[config.mk]
export PLATFORM = sky130hd
export DESIGN_NAME = psc_ctrl
export DESIGN_NICKNAME = d
export VERILOG_FILES = /design/src/rtl/psc_pkg.sv /design/src/rtl/psc_ctrl.sv
export SDC_FILE = /design/constraint.sdc
export NUM_CORES = 1
export LEC_CHECK = 0
export ABC_AREA = 1
export BUFFER_PORTS_ARGS = -buffer_cell sky130_fd_sc_hd__buf_2
export CORE_MARGIN = 1.5
export CORE_UTILIZATION = 49
export DETAILED_ROUTE_END_ITERATION = 10
export PLACE_DENSITY = 0.84
export SETUP_SLACK_MARGIN = 0.3
export SYNTH_ARGS = -nofsm -noshare
export SYNTH_HDL_FRONTEND = slang
export SYNTH_SLANG_ARGS = --single-unit
[constraint.sdc]
create_clock -name clk -period 1.65 [get_ports clk]
set_input_delay 0.0825 -clock clk [delete_from_list [all_inputs] [get_ports clk]]
set_output_delay 0.0825 -clock clk [all_outputs]
set_load 0.01 [all_outputs]
[src/rtl/psc_pkg.sv]
// Shared constants, codes and control structs of the planar sprite compositor.
// No dependencies; imported by the controller, the datapath and the top level.
package psc_pkg;

  localparam int ROW_BYTES   = 60;
  localparam int ROWS        = 240;
  localparam int PLANES      = 4;
  localparam int SLOTS       = 16;
  localparam int SPRITE_ROWS = 16;

  localparam int PLANE_BYTES = ROWS * ROW_BYTES;
  localparam int STORE_BYTES = PLANES * PLANE_BYTES;
  localparam int ADDR_W      = $clog2(STORE_BYTES);
  localparam int ROFF_W      = $clog2(PLANE_BYTES);
  localparam int ROW_STEP    = ROW_BYTES - 2;
  localparam int MAX_X       = (ROW_BYTES - 3) * 8 + 7;
  localparam int MAX_Y       = ROWS - SPRITE_ROWS;
  localparam int ROW_W       = (SPRITE_ROWS > 1) ? $clog2(SPRITE_ROWS) : 1;
  localparam int PLANE_W     = 2;

  localparam logic [1:0] FUNC_MOVE = 2'd0;
  localparam logic [1:0] FUNC_DRAW = 2'd1;
  localparam logic [1:0] FUNC_READ = 2'd2;

  typedef enum logic [1:0] {
    ADV_BYTE,
    ADV_ROW,
    ADV_PLANE,
    ADV_LAST
  } adv_t;

  typedef struct packed {
    logic               clr;
    logic               load;
    logic               setup;
    logic               issue;
    adv_t               adv;
    logic [1:0]         byte_sel;
    logic [ROW_W-1:0]   row_sel;
    logic [PLANE_W-1:0] plane_sel;
    logic               rd_issue;
    logic               out_load;
  } psc_cmd_t;

  typedef struct packed {
    logic clr_done;
    logic out_valid;
  } psc_stat_t;

endpackage

[src/rtl/psc_ctrl.sv]
// Sequencer of the planar sprite compositor: clearing pass, item decode and
// the plane, row and byte walk of an area. Depends on psc_pkg.
module psc_ctrl
  import psc_pkg::*;
(
  input  logic       clk,
  input  logic       rst_n,
  input  logic       in_valid,
  input  logic [1:0] in_func,
  input  logic       in_alive,
  input  logic       out_ready,
  output logic       in_ready,
  input  psc_stat_t  stat,
  output psc_cmd_t   cmd
);

  typedef enum logic [2:0] {
    S_CLEAR,
    S_IDLE,
    S_SETUP,
    S_RUN,
    S_READ,
    S_RESP
  } state_t;

  state_t             state_r, state_nxt;
  logic [1:0]         byte_r, byte_nxt;
  logic [ROW_W-1:0]   row_r, row_nxt;
  logic [PLANE_W-1:0] plane_r, plane_nxt;
  logic               accept;

  assign in_ready = (state_r == S_IDLE);
  assign accept   = in_valid && in_ready;

  always_comb begin
    state_nxt = state_r;
    byte_nxt  = byte_r;
    row_nxt   = row_r;
    plane_nxt = plane_r;
    cmd       = '0;
    cmd.adv   = ADV_BYTE;
    cmd.byte_sel  = byte_r;
    cmd.row_sel   = row_r;
    cmd.plane_sel = plane_r;
    unique case (state_r)
      S_CLEAR: begin
        cmd.clr = 1'b1;
        if (stat.clr_done) begin
          state_nxt = S_IDLE;
        end
      end
      S_IDLE: begin
        cmd.load = accept;
        if (accept) begin
          if (in_func == FUNC_MOVE || (in_func == FUNC_DRAW && in_alive)) begin
            state_nxt = S_SETUP;
          end else if (in_func == FUNC_READ) begin
            state_nxt = S_READ;
          end
        end
      end
      S_SETUP: begin
        cmd.setup = 1'b1;
        byte_nxt  = '0;
        row_nxt   = '0;
        plane_nxt = '0;
        state_nxt = S_RUN;
      end
      S_RUN: begin
        cmd.issue = 1'b1;
        if (byte_r != 2'd2) begin
          cmd.adv  = ADV_BYTE;
          byte_nxt = byte_r + 2'd1;
        end else if (row_r != ROW_W'(SPRITE_ROWS - 1)) begin
          cmd.adv  = ADV_ROW;
          byte_nxt = '0;
          row_nxt  = row_r + ROW_W'(1);
        end else if (plane_r != PLANE_W'(PLANES - 1)) begin
          cmd.adv   = ADV_PLANE;
          byte_nxt  = '0;
          row_nxt   = '0;
          plane_nxt = plane_r + PLANE_W'(1);
        end else begin
          cmd.adv   = ADV_LAST;
          state_nxt = S_IDLE;
        end
      end
      S_READ: begin
        if (!stat.out_valid || out_ready) begin
          cmd.rd_issue = 1'b1;
          state_nxt    = S_RESP;
        end
      end
      S_RESP: begin
        cmd.out_load = 1'b1;
        state_nxt    = S_IDLE;
      end
      default: state_nxt = S_IDLE;
    endcase
  end

  always_ff @(posedge clk) begin
    if (!rst_n) begin
      state_r <= S_CLEAR;
      byte_r  <= '0;
      row_r   <= '0;
      plane_r <= '0;
    end else begin
      state_r <= state_nxt;
      byte_r  <= byte_nxt;
      row_r   <= row_nxt;
      plane_r <= plane_nxt;
    end
  end

endmodule

# --- Yosys cells after proc, flatten, opt, wreduce, memory -nomap -nowiden ---
# Cells that the tools add are included.
word_totals:
  memories: 0
  romBits: 0
  ram_bits: 0
  input_bits: 9
  regBits: 11
  latchBits: 0
  out_inout_bits: 17
op_classes:
  mux: 31
  n_shift: 0
  eq_ne: 20
  bitwise_logic: 0
  n_addsub: 3
  mul: 0
  div_mod_pow: 0
  n_lt_le_gt_ge: 0
  n_reduce_logical: 12
ops:
  columns: ["cell", "count"]
  rows:
  - ["$mux 3", 9]
  - ["$mux 2", 8]
  - ["$ne 2x2->1 const B", 8]
  - ["$pmux 3 s5", 1]
  - ["$mux 4", 3]
  - ["$ne 4x4->1 const B", 2]
  - ["$pmux 2 s2", 2]
  - ["$pmux 4 s2", 1]
  - ["$mux 1", 7]
  - ["$reduce_and 7->1", 1]
  - ["$eq 3x2->1 const B", 2]
  - ["$eq 3x3->1 const B", 2]
  - ["$add 2x1->2 const B", 2]
  - ["$add 4x1->4 const B", 1]
  - ["$reduce_and 4->1", 1]
  - ["$eq 3x1->1 const B", 1]
  - ["$logic_not 3->1", 1]
  - ["$ne 3x1->1 const B", 1]
  - ["$ne 3x3->1 const B", 1]
  - ["$reduce_and 3->1", 1]
  - ["$eq 2x1->1 const B", 1]
  - ["$eq 2x2->1 const B", 1]
  - ["$logic_and 1x1->1", 2]
  - ["$logic_not 2->1", 1]
  - ["other kinds (5)", 6]

# --- Longest topological paths before layout ---
depth:
  word_depth: 6
  ltp_mapped: 10
  ltp_nobuf: 10

# --- Worst setup path before layout ---
# Ideal clock, no wire load.
synth_timing:
  kind: "register to register"
  from: "reg row_r[0]"
  to: "reg state_r[1]"
  slack_ns: 0.286
  path_buffers: 0
  setup_time_ns: 0.064
  path_stages_with_launch: 10
  arrival_ns: 1.300
  synth_period_minus_slack_ns: 1.364
  path_cell_list: "dfxtp_1 -> ha_1 -> nand2_1 -> nor2_4 -> nand2_1 -> nand2_2 -> nand2_2 -> nor2_2 -> nor2_1 -> nor2_1"
synth_via:
  elab_chain_len: 3
synth_lines:
  columns: ["item", "line_no", "text"]
  rows:
  - ["start, declared", "psc_ctrl.sv:28", "logic [ROW_W-1:0] row_r, row_nxt;"]
  - ["start signal, assigned", "psc_ctrl.sv:111", "row_r <= row_nxt;"]
  - ["$ne 4x4->1", "psc_ctrl.sv:74", "end else if (row_r != ROW_W'(SPRITE_ROWS - 1)) begin"]
  - ["$ne 2x2->1 (no source line)", null, null]
  - ["$reduce_and 7->1 (no source line)", null, null]
  - ["end signal, assigned", "psc_ctrl.sv:109", "state_r <= state_nxt;"]
  - ["end, declared", "psc_ctrl.sv:26", "state_t state_r, state_nxt;"]
# No other way between the ends.
# A chain may end at the register's enable or synchronous reset.

==> impl_metrics.csv <==
group,metric,value,unit
setup_path,reg2reg_depth,10,
global_route,antenna_found_initial,0,
flow_run,drv_cap,0,
global_route,track_usage,24.6,%
setup_path,timing.rr.start,"state_r[2]$_SDFFE_PN0P_",
logic_synthesis,yosysUniqueCellTypes,20,
logic_synthesis,synth_flop_cell,"dfxtp_1",
setup_path,critPathLaunch,"state_r[2]$_SDFFE_PN0P_",
cells_and_area,antenna_cells,0,
logic_synthesis,synth_most_common_cell,"nor2_1",
logic_synthesis,synth_top_cell_area_share,26.2,%
logic_synthesis,synth_nets,146,
clock_network,postCtsHoldBufs,0,
clock_network,root_buffer,"clkbuf_4",
power_and_ir_drop,intPower,802,µW
timing,fin_setup_tns,0,ps
setup_path,cp_max_fo,4,
route,first_pass_iters,6,
timing,rsz0062_at_grt,"true",
power_and_ir_drop,powerDensity,1270,nW/µm²
hold_path,hold_class,"in2reg",
timing,setup_violations,0,
logic_synthesis,syn-instance-count,135,
power_and_ir_drop,vdd_ir_drop_max,0.731,mV
logic_synthesis,yosys_warnings,0,
floorplanning,start_util,53.9,%
power_and_ir_drop,p_clk_share,12.5,%
timing,fin_crit_sh,87.3,%
floorplanning,die_y,44.4,µm
power_and_ir_drop,power_switching,693,µW
power_and_ir_drop,pwr-share-comb,60.3,%
timing,min_period,1440,ps
placement,dp_hpwl,1.46,mm
route,vias,1013,
timing,timing.fmax,694,MHz
power_and_ir_drop,p_seq_share,27.3,%
floorplanning,rows,14,
route,drt_iter0_markers,27,
floorplanning,dieWidth,44.4,µm
logic_synthesis,synth-edff-count,0,
clock_network,clk_latency,280,ps
logic_synthesis,ys_seq_area_share,26.2,%
route,ant_nets,0,
logic_synthesis,synth.avg_cell_area,6.23,µm²
global_route,grt_start_max_net_pins,9,
route,drc,0,
floorplanning,core,1560,µm²
timing,worstMarginPinSlew,253,ps
logic_synthesis,synth_seq_cells,11,
global_route,grt_pass1_vias,873,
cells_and_area,syn_to_final_growth,40.5,%
logic_synthesis,synthTopCellsByCount,"nor2_1 (32), nand2_1 (27), inv_1 (19)",
status,status,"complete, no violations",
clock_network,cts_inserted_buffers,3,
power_and_ir_drop,leakagePower,0.642,nW
cells_and_area,fin_area,1180,µm²
logic_synthesis,async_flop_share,0,%
clock_network,clkTransAtPathRegs,70,ps
setup_path,end_kind,"primary output",
route,viasPerCell,5.30,
placement,place_area,980,µm²
cells_and_area,num-fill-cells,118,
logic_synthesis,ys_top_cells_by_area,"dfxtp_1 (26%), nor2_1 (14%), nand2_1 (12%)",
timing,hold_viol_final,0,
clock_network,cts_tree,"done",
route,wl,2.43,mm
timing,maxSlewHeadroom,83.1,%
setup_path,cp-start-kind,"flop",
logic_synthesis,yosys.area.top_type,"dfxtp_1",
setup_path,crit_required,1570,ps
clock_network,clk_path_buf_depth,2,
timing,skew,4.69,ps
clock_network,cts_max_level,1,
hold_path,whs_path_depth,3,
cells_and_area,drive_above_1_share,42.9,%
setup_path,cp.arrival,1360,ps
hold_path,worstHoldStart,"rst_n",
global_route,grt_pass1_wl,3.62,mm
clock_network,cts.sinks,11,
cells_and_area,fin_nets,187,
floorplanning,io_pins,26,
route,routedWlPerCell,12.7,µm
timing,setup_ws,209,ps
placement,port_buffers,25,
power_and_ir_drop,swShare,46.4,%
floorplanning,dieArea,1970,µm²
logic_synthesis,netlist_area,841,µm²
timing,slew_viol_final,0,
placement,place_congestion,0.858,
placement,dp_worst_setup_slack,223,ps
setup_path,path_class,"reg2out",
global_route,grt-ovfl-total,0,
-- final cells by class --
class / count / area [µm²] / area share [%]
multi-input cells: 100 / 583 / 49.4
inverters: 22 / 82.6 / 6.99
repair buffers: 38 / 238 / 20.1
flip-flops and latches: 11 / 231 / 19.6
well taps: 16 / 20.0 / 1.69
clock buffers: 4 / 26.3 / 2.22
-- worst max-delay path, cell delays in order, from the launching register on --
cell     delay, ps
dfxtp_1        310
buf_6          120
nor2_4         150
nand2_4        110
nor2_2         130
nor2_1          50
nor2_1          80
buf_2          140
-- sequential cells by signal, summed over array words and instances (netlist names) --
name     cells
byte_r       2
plane_r      2
state_r      3
row_r        4
-- power groups by stage --
| stage | Clock [mW] | Sequential [mW] | Combinational, mW |
|---|---|---|---|
| global route | 0.201 | 0.417 | 0.983 |
| global placement | 0 | 0.393 | 0.667 |
| finish | 0.186 | 0.408 | 0.901 |
| floorplan | 0 | 0.392 | 0.527 |
| CTS | 0.183 | 0.390 | 0.792 |
| detailed placement | 0 | 0.398 | 0.684 |
-- final timing paths --
check,slack [ps],to
setup reg to reg,280,row_r[1]$_SDFFE_PN0P_
hold / removal,90,row_r[1]$_SDFFE_PN0P_
setup / recovery,210,cmd[10]
hold reg to reg,500,plane_r[0]$_SDFFE_PN0P_
-- layer usage --
metal | vias to the layer above | share of wire, % | global-route usage (%)
met5 | - | 0 | 0
met4 | 0 | 1.7 | 5.45
met3 | 7 | 6.1 | 4.90
met2 | 34 | 51 | 43.2
met1 | 478 | 41 | 30.9
li1 | 494 | - | -
-- through the flow --
stage	util [%]	std cells	hold WS [ps]	power [mW]
after floorplan	-	135	203	0.919
after global placement	62.8	176	374	1.06
after detailed placement	62.8	176	380	1.08
after CTS	71.6	189	91.8	1.36
after global routing	75.8	191	103	1.60
final	75.8	191	91.1	1.50
-- repair_timing --
item | 4_1_cts | 5_1_grt
pin swaps | 4 | 3
endpoints found under the hold margin | 0 | 0
setup endpoints to repair | 9 | 15
resized for setup | 14 | 15
setup buffers | 9 | 2
-- cells by family after synthesis --
| kind of cell | synth area share (%) |
|---|---|
| and+or+nand+nor | 49.7 |
| buffers and inverters | 12.5 |
| DFF | 26.2 |
| AOI/OAI and AO/OA | 7.59 |
| adders and majority gates | 2.98 |
| xor gates and xnor gates | 1.04 |
-- layout by cell type (no fill, tap or decap) --
cell type  netlist  final
inv_2            3      4
nand3_1         11     11
clkbuf_1         0      1
ha_2             0      1
nor3_2           0      1
xor2_1           1      1
a21boi_0         1      1
nor3_1           4      3
nor2_2           2      6
nand3b_1         1      1
nand2_2          4      4
a21oi_1          6      6
nand2_1         27     25
a21oi_4          1      1
o21ai_0          2      2
dfxtp_1         11      6
clkbuf_4         0      3
ha_4             0      1
buf_2            0     25
nor2_1          32     25
dfxtp_2          0      3
nor2_8           1      1
nand2_4          2      4
inv_1           19     18
dfxtp_4          0      2
buf_6            2      4
nor2_4           3      6
buf_4            0      9
No activity file was read; power rests on OpenSTA's default activity.
